[config.mk]
export PLATFORM = sky130hd
export DESIGN_NAME = uart_register_datagram_framer_top
export DESIGN_NICKNAME = d
export VERILOG_FILES = /design/src/rtl/urdf_pkg.sv /design/src/rtl/urdf_front.sv /design/src/rtl/urdf_fifo.sv /design/src/rtl/urdf_back.sv /design/src/rtl/uart_register_datagram_framer_top.sv
export SDC_FILE = /design/constraint.sdc
export NUM_CORES = 1
export LEC_CHECK = 0
export BUFFER_PORTS_ARGS = -buffer_cell sky130_fd_sc_hd__buf_2
export CAP_MARGIN = 20
export CORE_ASPECT_RATIO = 2
export CORE_MARGIN = 3
export CORE_UTILIZATION = 45
export CTS_CLUSTER_DIAMETER = 40
export DETAILED_ROUTE_END_ITERATION = 10
export PLACE_DENSITY = 0.63
export SLEW_MARGIN = 10
export SYNTH_ARGS = -nofsm -noshare
export SYNTH_HDL_FRONTEND = slang
export SYNTH_SLANG_ARGS = --single-unit
[constraint.sdc]
create_clock -name clk -period 4.7 [get_ports clk]
set_clock_uncertainty 0.2 [all_clocks]
set_input_delay 0.47 -clock clk [delete_from_list [all_inputs] [get_ports clk]]
set_output_delay 0.47 -clock clk [all_outputs]
set_load 0.005 [all_outputs]
[src/rtl/urdf_pkg.sv]
// shared types, constants and functions of the register datagram framer
`timescale 1ns / 1ps
package urdf_pkg;

  localparam int NUM_REGISTERS = 128;
  localparam int ADDR_W        = 7;
  localparam int FIFO_DEPTH    = 2;
  localparam int FIFO_AW       = $clog2(FIFO_DEPTH);
  localparam int FIFO_CW       = $clog2(FIFO_DEPTH + 1);

  localparam logic [7:0] SYNC_BYTE  = 8'h05;
  localparam logic [7:0] CRC_POLY   = 8'h07;
  localparam logic [7:0] CRC_INIT   = 8'h00;

  localparam logic [1:0] ACC_NONE = 2'b00;
  localparam logic [1:0] ACC_RD   = 2'b01;
  localparam logic [1:0] ACC_WR   = 2'b10;
  localparam logic [1:0] ACC_RW   = 2'b11;

  localparam int ACC_RD_BIT = 0;
  localparam int ACC_WR_BIT = 1;

  localparam logic [2:0] IDX_SYNC   = 3'd0;
  localparam logic [2:0] IDX_NODE   = 3'd1;
  localparam logic [2:0] IDX_ADDR   = 3'd2;
  localparam logic [2:0] IDX_VAL3   = 3'd3;
  localparam logic [2:0] IDX_VAL2   = 3'd4;
  localparam logic [2:0] IDX_VAL1   = 3'd5;
  localparam logic [2:0] IDX_VAL0   = 3'd6;
  localparam logic [2:0] IDX_RD_CRC = 3'd3;
  localparam logic [2:0] IDX_WR_CRC = 3'd7;

  typedef struct packed {
    logic              is_write;
    logic [ADDR_W-1:0] addr;
    logic [31:0]       value;
  } req_t;

  typedef struct packed {
    logic       busy;
    logic       is_write;
    logic [2:0] idx;
  } back_status_t;

  function automatic logic [1:0] access_lookup(input logic [ADDR_W-1:0] addr);
    logic [1:0] acc;
    unique case (addr) inside
      7'd0, 7'd1, 7'd7, 7'd108, 7'd112:                   acc = ACC_RW;
      7'd2, 7'd5, 7'd6, 7'd18, 7'd106, 7'd107, 7'd111,
      7'd113, 7'd114:                                     acc = ACC_RD;
      7'd3, 7'd4, 7'd16, 7'd17, 7'd19, 7'd34:             acc = ACC_WR;
      default:                                            acc = ACC_NONE;
    endcase
    return acc;
  endfunction

  // crc8 over one byte, bits taken lsb first
  function automatic logic [7:0] crc_update(input logic [7:0] crc_in,
                                            input logic [7:0] data);
    logic [7:0] crc;
    logic       fb;
    crc = crc_in;
    for (int k = 0; k < 8; k++) begin
      fb  = crc[7] ^ data[k];
      crc = {crc[6:0], 1'b0};
      if (fb) begin
        crc = crc ^ CRC_POLY;
      end
    end
    return crc;
  endfunction

endpackage

[src/rtl/urdf_front.sv]
// request intake stage: address range and access check
`timescale 1ns / 1ps
module urdf_front (
  input  logic          clk,
  input  logic          rst_n,
  input  logic          in_push,
  output logic          in_full,
  input  logic          in_func,
  input  logic [7:0]    in_reg_address,
  input  logic [31:0]   in_write_value,
  output logic          req_push,
  output urdf_pkg::req_t req_data,
  input  logic          req_full
);
  import urdf_pkg::*;

  logic       valid_r, valid_nxt;
  req_t       req_r, req_nxt;
  logic       load;
  logic       allowed;
  logic [1:0] acc;

  assign acc      = access_lookup(in_reg_address[ADDR_W-1:0]);
  assign allowed  = (in_reg_address < 8'(NUM_REGISTERS)) &&
                    (in_func ? acc[ACC_WR_BIT] : acc[ACC_RD_BIT]);
  assign in_full  = valid_r && req_full;
  assign load     = in_push && !in_full;
  assign req_push = valid_r && !req_full;
  assign req_data = req_r;

  always_comb begin
    valid_nxt = valid_r;
    req_nxt   = req_r;
    if (load) begin
      valid_nxt = allowed;
      req_nxt   = '{is_write: in_func, addr: in_reg_address[ADDR_W-1:0],
                    value: in_write_value};
    end else if (req_push) begin
      valid_nxt = 1'b0;
    end
  end

  always_ff @(posedge clk) begin
    if (!rst_n) begin
      valid_r <= 1'b0;
    end else begin
      valid_r <= valid_nxt;
    end
    req_r <= req_nxt;
  end

endmodule

[src/rtl/urdf_fifo.sv]
// short request queue between intake and byte sequencer
`timescale 1ns / 1ps
module urdf_fifo (
  input  logic                         clk,
  input  logic                         rst_n,
  input  logic                         push,
  input  urdf_pkg::req_t               push_data,
  output logic                         full,
  input  logic                         pop,
  output urdf_pkg::req_t               pop_data,
  output logic                         empty,
  output logic [urdf_pkg::FIFO_CW-1:0] count
);
  import urdf_pkg::*;

  req_t               mem [FIFO_DEPTH];
  logic [FIFO_AW-1:0] wr_ptr_r, wr_ptr_nxt;
  logic [FIFO_AW-1:0] rd_ptr_r, rd_ptr_nxt;
  logic [FIFO_CW-1:0] count_r, count_nxt;
  logic               do_push, do_pop;

  assign full     = (count_r == FIFO_CW'(FIFO_DEPTH));
  assign empty    = (count_r == '0);
  assign count    = count_r;
  assign do_push  = push && !full;
  assign do_pop   = pop && !empty;
  assign pop_data = mem[rd_ptr_r];

  always_comb begin
    wr_ptr_nxt = wr_ptr_r;
    rd_ptr_nxt = rd_ptr_r;
    count_nxt  = count_r;
    if (do_push) begin
      wr_ptr_nxt = (wr_ptr_r == FIFO_AW'(FIFO_DEPTH - 1)) ? '0 : wr_ptr_r + 1'b1;
    end
    if (do_pop) begin
      rd_ptr_nxt = (rd_ptr_r == FIFO_AW'(FIFO_DEPTH - 1)) ? '0 : rd_ptr_r + 1'b1;
    end
    if (do_push && !do_pop) begin
      count_nxt = count_r + 1'b1;
    end else if (do_pop && !do_push) begin
      count_nxt = count_r - 1'b1;
    end
  end

  always_ff @(posedge clk) begin
    if (!rst_n) begin
      wr_ptr_r <= '0;
      rd_ptr_r <= '0;
      count_r  <= '0;
    end else begin
      wr_ptr_r <= wr_ptr_nxt;
      rd_ptr_r <= rd_ptr_nxt;
      count_r  <= count_nxt;
    end
  end

  always_ff @(posedge clk) begin
    if (do_push) begin
      mem[wr_ptr_r] <= push_data;
    end
  end

endmodule

[src/rtl/urdf_back.sv]
// byte sequencer with running crc8 and output register
`timescale 1ns / 1ps
module urdf_back (
  input  logic                  clk,
  input  logic                  rst_n,
  input  logic [7:0]            node_address,
  input  logic                  req_empty,
  input  urdf_pkg::req_t        req_data,
  output logic                  req_pop,
  output logic                  out_empty,
  input  logic                  out_pop,
  output logic [7:0]            out_tx_byte,
  output logic                  out_last_byte,
  output urdf_pkg::back_status_t status
);
  import urdf_pkg::*;

  logic       busy_r, busy_nxt;
  req_t       req_r, req_nxt;
  logic [2:0] idx_r, idx_nxt;
  logic [7:0] crc_r, crc_nxt;
  logic       out_valid_r, out_valid_nxt;
  logic [7:0] out_byte_r, out_byte_nxt;
  logic       out_last_r, out_last_nxt;
  logic       adv, is_last, load;
  logic [7:0] body_byte, cur_byte;

  assign adv     = busy_r && (!out_valid_r || out_pop);
  assign is_last = (idx_r == (req_r.is_write ? IDX_WR_CRC : IDX_RD_CRC));
  assign load    = !req_empty && (!busy_r || (adv && is_last));
  assign req_pop = load;

  always_comb begin
    case (idx_r)
      IDX_SYNC: body_byte = SYNC_BYTE;
      IDX_NODE: body_byte = node_address;
      IDX_ADDR: body_byte = {req_r.is_write, req_r.addr};
      IDX_VAL3: body_byte = req_r.value[31:24];
      IDX_VAL2: body_byte = req_r.value[23:16];
      IDX_VAL1: body_byte = req_r.value[15:8];
      IDX_VAL0: body_byte = req_r.value[7:0];
      default:  body_byte = crc_r;
    endcase
  end

  assign cur_byte = is_last ? crc_r : body_byte;

  always_comb begin
    busy_nxt      = busy_r;
    req_nxt       = req_r;
    idx_nxt       = idx_r;
    crc_nxt       = crc_r;
    out_valid_nxt = out_valid_r;
    out_byte_nxt  = out_byte_r;
    out_last_nxt  = out_last_r;
    if (adv) begin
      idx_nxt = idx_r + 1'b1;
      crc_nxt = crc_update(crc_r, cur_byte);
      if (is_last) begin
        busy_nxt = 1'b0;
      end
      out_valid_nxt = 1'b1;
      out_byte_nxt  = cur_byte;
      out_last_nxt  = is_last;
    end else if (out_pop) begin
      out_valid_nxt = 1'b0;
    end
    if (load) begin
      busy_nxt = 1'b1;
      req_nxt  = req_data;
      idx_nxt  = IDX_SYNC;
      crc_nxt  = CRC_INIT;
    end
  end

  always_ff @(posedge clk) begin
    if (!rst_n) begin
      busy_r      <= 1'b0;
      out_valid_r <= 1'b0;
      idx_r       <= IDX_SYNC;
    end else begin
      busy_r      <= busy_nxt;
      out_valid_r <= out_valid_nxt;
      idx_r       <= idx_nxt;
    end
    req_r      <= req_nxt;
    crc_r      <= crc_nxt;
    out_byte_r <= out_byte_nxt;
    out_last_r <= out_last_nxt;
  end

  assign out_empty     = !out_valid_r;
  assign out_tx_byte   = out_byte_r;
  assign out_last_byte = out_last_r;
  assign status        = '{busy: busy_r, is_write: req_r.is_write, idx: idx_r};

endmodule

[src/rtl/uart_register_datagram_framer_top.sv]
// top level of the uart register datagram framer
//
// input queue side: a request word (func, reg_address, write_value) is taken
// when in_push is high and in_full is low. requests with an out-of-range
// address or without the needed access bit are dropped and give no bytes.
// output queue side: datagram bytes appear while out_empty is low and leave
// on out_pop; out_last_byte marks the closing crc byte.
// cfg side: cfg_data is the node address, written on cfg_valid (always ready).
// throughput: one datagram byte per cycle from the byte sequencer while the
// receiver keeps popping; a write datagram has 8 bytes, a read 4.
// the intake takes a word every cycle while the two-entry queue has room.
// a request goes from the intake register via the queue to the sequencer.
// when the receiver stalls the output register holds, the sequencer stops,
// then the queue and the intake fill and in_full rises.
// reset: output empty, queue cleared, node address 0.
`timescale 1ns / 1ps
module uart_register_datagram_framer_top (
  input  logic        clk,
  input  logic        rst_n,
  input  logic        in_push,
  output logic        in_full,
  input  logic        in_func,
  input  logic [7:0]  in_reg_address,
  input  logic [31:0] in_write_value,
  output logic        out_empty,
  input  logic        out_pop,
  output logic [7:0]  out_tx_byte,
  output logic        out_last_byte,
  input  logic        cfg_valid,
  output logic        cfg_ready,
  input  logic [7:0]  cfg_data
);
  import urdf_pkg::*;

  logic [7:0]         node_r, node_nxt;
  logic               req_push, req_full, req_pop, req_empty;
  req_t               push_data, pop_data;
  logic [FIFO_CW-1:0] fifo_count;
  back_status_t       status;

  assign cfg_ready = 1'b1;

  always_comb begin
    node_nxt = node_r;
    if (cfg_valid && cfg_ready) begin
      node_nxt = cfg_data;
    end
  end

  always_ff @(posedge clk) begin
    if (!rst_n) begin
      node_r <= '0;
    end else begin
      node_r <= node_nxt;
    end
  end

  urdf_front u_front (
    .clk            (clk),
    .rst_n          (rst_n),
    .in_push        (in_push),
    .in_full        (in_full),
    .in_func        (in_func),
    .in_reg_address (in_reg_address),
    .in_write_value (in_write_value),
    .req_push       (req_push),
    .req_data       (push_data),
    .req_full       (req_full)
  );

  urdf_fifo u_fifo (
    .clk       (clk),
    .rst_n     (rst_n),
    .push      (req_push),
    .push_data (push_data),
    .full      (req_full),
    .pop       (req_pop),
    .pop_data  (pop_data),
    .empty     (req_empty),
    .count     (fifo_count)
  );

  urdf_back u_back (
    .clk           (clk),
    .rst_n         (rst_n),
    .node_address  (node_r),
    .req_empty     (req_empty),
    .req_data      (pop_data),
    .req_pop       (req_pop),
    .out_empty     (out_empty),
    .out_pop       (out_pop),
    .out_tx_byte   (out_tx_byte),
    .out_last_byte (out_last_byte),
    .status        (status)
  );

`ifndef SYNTH
  a_fifo_bound: assert property (@(posedge clk) disable iff (!rst_n)
    fifo_count <= FIFO_CW'(FIFO_DEPTH))
    else $error("request queue count above depth");

  a_read_len: assert property (@(posedge clk) disable iff (!rst_n)
    (status.busy && !status.is_write) |-> (status.idx <= IDX_RD_CRC))
    else $error("read datagram ran past its crc byte");

  a_reset_empty: assert property (@(posedge clk)
    !rst_n |=> out_empty)
    else $error("output not empty after reset");

  a_intake_stall: assert property (@(posedge clk) disable iff (!rst_n)
    in_full |-> (fifo_count == FIFO_CW'(FIFO_DEPTH)))
    else $error("intake stalled while queue has room");
`endif

endmodule

Word level (Yosys, flattened, before mapping)
Memories as Yosys holds them, arrays and structs flattened. A register that Yosys moved wholly into a read port is not among the register bits.
Index checks and enable logic that the tools add are counted.
Widths: inputs -> output; s select.
{ "word_totals": {"out_inout_bits": 12, "input_bits": 54, "elab_cells": 131, "reg_bits": 75, "memories": 1, "mem_bits_rw": 80} }
{ "memory_table": {"columns": ["name", "words", "word_bits", "rd", "rd_clocked_by_memory_dff", "wr", "line", "text"], "rows": [
  ["u_fifo.mem", 2, 40, 1, 1, 1, "urdf_fifo.sv:16", "req_t mem [FIFO_DEPTH];"]
]} }
{ "classes": {"n_addsub": 5, "n_lt_le_gt_ge": 1, "n_reduce_logical": 33, "n_eq_ne": 27, "bitwise_logic": 17, "n_mux": 33} }
{ "ops": {"columns": ["cell", "count"], "rows": [
  ["$mux 8", 8],
  ["$pmux 8 s7", 1],
  ["$eq 7x7->1 const B", 7],
  ["$eq 7x3->1 const B", 4],
  ["$eq 7x5->1 const B", 4],
  ["$mux 3", 9],
  ["$not 3->3", 8],
  ["$eq 7x2->1 const B", 2],
  ["$mux 1", 12],
  ["$logic_and 1x1->1", 11],
  ["$reduce_bool 2->1", 5],
  ["$eq 3x3->1 const B", 3],
  ["$reduce_or 9->1", 1],
  ["$lt 8x8->1 const B", 1],
  ["$xor 1x1->1", 8],
  ["$eq 7x1->1 const B", 1],
  ["$eq 7x6->1 const B", 1],
  ["$logic_not 1->1", 7],
  ["$logic_not 7->1", 1],
  ["$eq 3x2->1 const B", 2],
  ["$pmux 2 s3", 1],
  ["$reduce_or 6->1", 1],
  ["$reduce_or 5->1", 1],
  ["$mux 2", 2],
  ["13 further kinds", 15]
]} }

Depth between registers and ports, before layout
{ "logic_depth": {"word_depth": 26, "mapped_depth": 13, "mapped_depth_nobuf": 10} }

Modules after synthesis
From an unflattened synthesis, not the netlist that was laid out.
{ "hier_totals": {"cells_unflattened": 457, "area_unflattened_um2": 7696.1} }
{ "modules_own_cells": {"columns": ["module", "area_per_inst_um2", "seq_area_each_um2", "instances", "cells_each"], "rows": [
  ["urdf_fifo", 3106.7, 2502.4, 1, 149],
  ["urdf_back", 2845.2, 1731.7, 1, 207],
  ["urdf_front", 1431.4, 1221.2, 1, 74],
  ["uart_register_datagram_framer_top", 312.8, 160.2, 1, 27]
]} }

Worst setup path before layout
OpenSTA, ideal clock, no wires.
{ "synth_timing": {"path_type": "reg2reg", "start": "register u_fifo.count_r[0] (netlist: u_fifo.count[0])", "end": "memory u_fifo.mem[0][0] (netlist bit) (enable)", "t_required_ns": 4.061, "path_buffers": 0, "slack_ns": 1.745, "period_less_slack_ns": 2.955, "arrival_ns": 2.317, "setup_time_ns": 0.439, "stages_incl_launch_ff": 4, "cell_sequence": "dfxtp_1 -> nand2b_1 -> nand2_1 -> nor2_1"} }
{ "synth_via": {"elab_chain_len": 6} }
{ "synth_rtl": {"columns": ["item", "line", "text"], "rows": [
  ["start, declared", "urdf_fifo.sv:19", "logic [FIFO_CW-1:0] count_r, count_nxt;"],
  ["start signal, assigned", "urdf_fifo.sv:54", "count_r <= count_nxt;"],
  ["$eq 2x2->1 (*)", "urdf_fifo.sv:22", "assign full = (count_r == FIFO_CW'(FIFO_DEPTH));"],
  ["$logic_not 1->1 (*)", "urdf_front.sv:28, urdf_fifo.sv:25", null],
  ["$logic_and 1x1->1", "urdf_front.sv:28", "assign req_push = valid_r && !req_full;"],
  ["$logic_and 1x1->1 (*)", "urdf_fifo.sv:25", "assign do_push = push && !full;"],
  ["$mux 1 (*)", "urdf_fifo.sv:59", "if (do_push) begin"],
  ["$mux 1 (implied by the code) (*)", "urdf_fifo.sv:60", "mem[wr_ptr_r] <= push_data;"],
  ["end, declared", "urdf_fifo.sv:16", null]
]} }
Every way passes the cells marked *; elsewhere a longest branch is shown, timed or not.

Worst setup path after layout
{ "layout_timing": {"start": "register u_back.idx_r[2]", "end": "register u_back.crc_r[7]"} }
{ "layout_via": {"elab_chain_len": 16, "elab_cells_between_ends": 28} }
{ "layout_rtl": {"columns": ["item", "line", "text"], "rows": [
  ["start, declared", "urdf_back.sv:20", "logic [2:0] idx_r, idx_nxt;"],
  ["start signal, assigned", "urdf_back.sv:84", "idx_r <= idx_nxt;"],
  ["$eq 3x3->1 (tied with other cells)", "urdf_back.sv:34", "case (idx_r)"],
  ["$pmux 8 s7", "urdf_back.sv:34", null],
  ["$mux 8", "urdf_back.sv:46", "assign cur_byte = is_last ? crc_r : body_byte;"],
  ["$xor 1x1->1", "urdf_pkg.sv:64", "fb = crc[7] ^ data[k];"],
  ["$mux 3", "urdf_pkg.sv:66", "if (fb) begin"],
  ["$mux 8", "urdf_back.sv:56", "if (adv) begin"],
  ["$not 3->3 (no source line)", null, null],
  ["$mux 3", "urdf_pkg.sv:66", null],
  ["$mux 8", "urdf_back.sv:56", null],
  ["$not 3->3 (no source line)", null, null],
  ["$mux 3", "urdf_pkg.sv:66", null],
  ["$mux 8 (5 in a row)", "urdf_back.sv:56", null],
  ["end signal, assigned", "urdf_back.sv:87", "crc_r <= crc_nxt;"],
  ["end, declared", "urdf_back.sv:21", "logic [7:0] crc_r, crc_nxt;"]
]} }
Several ways; a longest one is shown, not always the timed one. The select of a mux whose other input is x is not followed.
A chain may end at the register's enable or synchronous reset.

==> summary.txt <==
GRT
  • Initial antenna violation count: 0
  • Grt ovf: 0
  • Largest net degree at the start of global routing: 45
  • Gr usage total: 15.7%
  • Vias in the first global route: 4238
  • First-pass GRT wire length: 22.1 mm

Layout
  • Final-stage net count: 617
  • Area Overhead vs Synth: 17.6%
  • Layout cells sized above 1: 28.1%
  • Leading cell type in the layout, fill and taps excluded: edfxtp_1
  • Antenna fix cells: 0
  • Commonest non-fill, non-tap cells in the layout: edfxtp_1, buf_2, mux2_2, dlygate4sd3_1, dfxtp_1

Synth
  • Yosys reg bits: 195
  • Post-synth top area cell: edfxtp_1
  • Synth top area cells: edfxtp_1, dfxtp_1, mux2_2
  • Mapped Cells: 459
  • Netlist Area Pre-Place: 7650 um2
  • Mapped Nets: 519
  • Seq/Total Area, Yosys: 73.1%
  • Number of synthesized flops with an enable pin: 169
  • Warnings from Yosys: 0
  • Ys async rst share: 0%
  • Unique masters post-synth: 62
  • Yosys top cell area share: 66.3%
  • Synth Flop Type: edfxtp_1
  • Synthesized area per cell: 16.7 um2

Placement
  • Post-DP HPWL: 9.84 mm
  • Gpl congestion: 0.937
  • IO Port Bufs: 64

STA
  • Setup violations, final: 0
  • Period utilization: 68.5%
  • Final hold slack: 0.0197 ns
  • Fin Setup TNS: 0 ns
  • Post-layout minimum cycle time: 3.22 ns
  • Rel. slew slack: 27.7%
  • Final Max Slew Viols: 0
  • FMAX: 311 MHz
  • Slew at the pin closest to its max-slew limit: 1.08 ns
  • Fin. Hold Viols: 0
  • RSZ-0062 raised after global routing: no

Floorplanning
  • Row count: 66
  • Core area: 16400 um2
  • Die width: 98.2 um
  • Ports: 66
  • Die height: 190 um
  • Initial core utilization: 46.6%
  • Area of the die: 18700 um2

Clock network
  • Resized Gates After CTS: 0
  • H-tree depth: 4
  • Skew-Pair Late Insertion Delay: 0.43 ns
  • Max clock buf depth: 2
  • # clock sinks: 195
  • CTS Buf Count: 17
  • CTS tree: yes
  • Root buffer cell: clkbuf_16
  • Hold Buf Count CTS: 28
  • Setup repair bufs after CTS: 0
  • Worst-path clk slew: 0.07 ns

Pwr
  • Worst VDD drop: 0.286 mV
  • Cell area power density: 576 nW/um2
  • Lkg Pwr: 3.20 nW

Route
  • WL/cell: 18.0 um
  • Drt via density: 5.22
  • Post-Route WL: 13.9 mm
  • Final antenna-violating net count: 0
  • DRC viols: 0
  • Drt initial violations: 165
  • DRT Pass-1 Iters: 4
  • Via count: 4038

Setup path
  • Critical path class: flip-flop to flip-flop
  • CP required: 4.86 ns
  • Worst-path maximum fanout: 16
  • Critical Path Start Type: flip-flop
  • Arrival time worst endpoint: 3.38 ns
  • Flop2flop setup slack: 1.48 ns
  • CP Capture Type: flip-flop

Run
  • Max-Cap Viols: 0

Status
  • Outcome: completed

Min path
  • Worst hold path type: input port to flip-flop
## worst max-delay path, stage by stage (launching register included)
cell     delay [ns]
dfxtp_1        0.31
buf_4          0.22
inv_1          0.13
ha_1           0.33
nor4_2         0.33
a21o_1         0.45
a211o_1        0.18
o21ai_2        0.08
xor2_1         0.18
xnor2_1        0.27
mux2i_1        0.25
mux2i_1        0.21
## per-layer routing
layer  vias up  track usage (%)  wire length [um]
met3        33             2.93               452
met1      1943             15.9              4930
met5         -                0                 0
met2       109             29.5              7900
met4         0             9.26               630
li1       1953                -                 -
## kinds of logic after synthesis
logic type / share of synthesized area (%)
buffers and inverters: 2.34
DFF: 73.1
xor gates and xnor gates: 2.70
and+or+nand+nor: 5.43
AOI/OAI and AO/OA: 7.32
other: 0.0490
adders and majority gates: 0.981
muxes: 8.08
## cell type report
| class | instances | area (um2) |
|---|---|---|
| Clock buffer | 18 | 429 |
| Clock inverter | 14 | 138 |
| Fill cell | 1318 | 7440 |
| Inverter | 11 | 41.3 |
| Multi-Input combinational cell | 235 | 1890 |
| Sequential cell | 195 | 5600 |
| Tap cell | 204 | 255 |
| Timing Repair Buffer | 97 | 651 |
## flip-flops by register name, summed over array words and instances (netlist names)
signal	count
u_fifo.mem	80
u_front.req_data	40
u_back.req_r	39
node_r	8
u_back.crc_r	8
u_back.out_tx_byte	8
u_back.idx_r	3
u_fifo.count	2
u_back.busy_r	1
u_back.out_last_byte	1
u_back.out_valid_r	1
u_back.status	1
u_fifo.rd_ptr_r	1
u_fifo.wr_ptr_r	1
u_front.valid_r	1
## Yosys cell counts (6+ instances only)
cell type / n
xor2_1: 7
a21oi_1: 11
mux2i_1: 13
inv_1: 11
nor2_1: 17
xnor2_1: 11
a222oi_1: 7
dfxtp_1: 26
o21ai_0: 9
mux2_2: 41
edfxtp_1: 169
nor2b_1: 9
ha_1: 6
nand2_1: 19
and2_1: 6
## through the flow
step / setup WS (ns) / instance area, um2 / power, mW / utilization [%] / std cells
6_report: 1.48 / 9000 / 5.18 / 54.8 / 774
3_3_place_gp: 1.61 / 8130 / 3.82 / 49.5 / 713
4_1_cts: 1.49 / 9000 / 5.24 / 54.8 / 774
2_1_floorplan: 1.74 / 7650 / 3.47 / - / 459
3_5_place_dp: 1.50 / 8150 / 3.85 / 49.6 / 714
5_1_grt: 1.18 / 9000 / 5.44 / 54.8 / 774
## power by group
group	internal, mW	switching [mW]
combinational	0.625	0.791
sequential	2.22	0.179
clock	0.706	0.654
## final timing paths
check	start	end	cells after the start
worst min-delay path	in_write_value[29]	u_front.req_data[29]	1
worst max-delay path	u_back.idx_r[2]	u_back.crc_r[7]	11
worst max register to register	u_back.idx_r[2]	u_back.crc_r[7]	11
worst min register to register	u_front.req_data[32]	u_fifo.mem[1][32]	0
(Power assumes the default switching activity.)
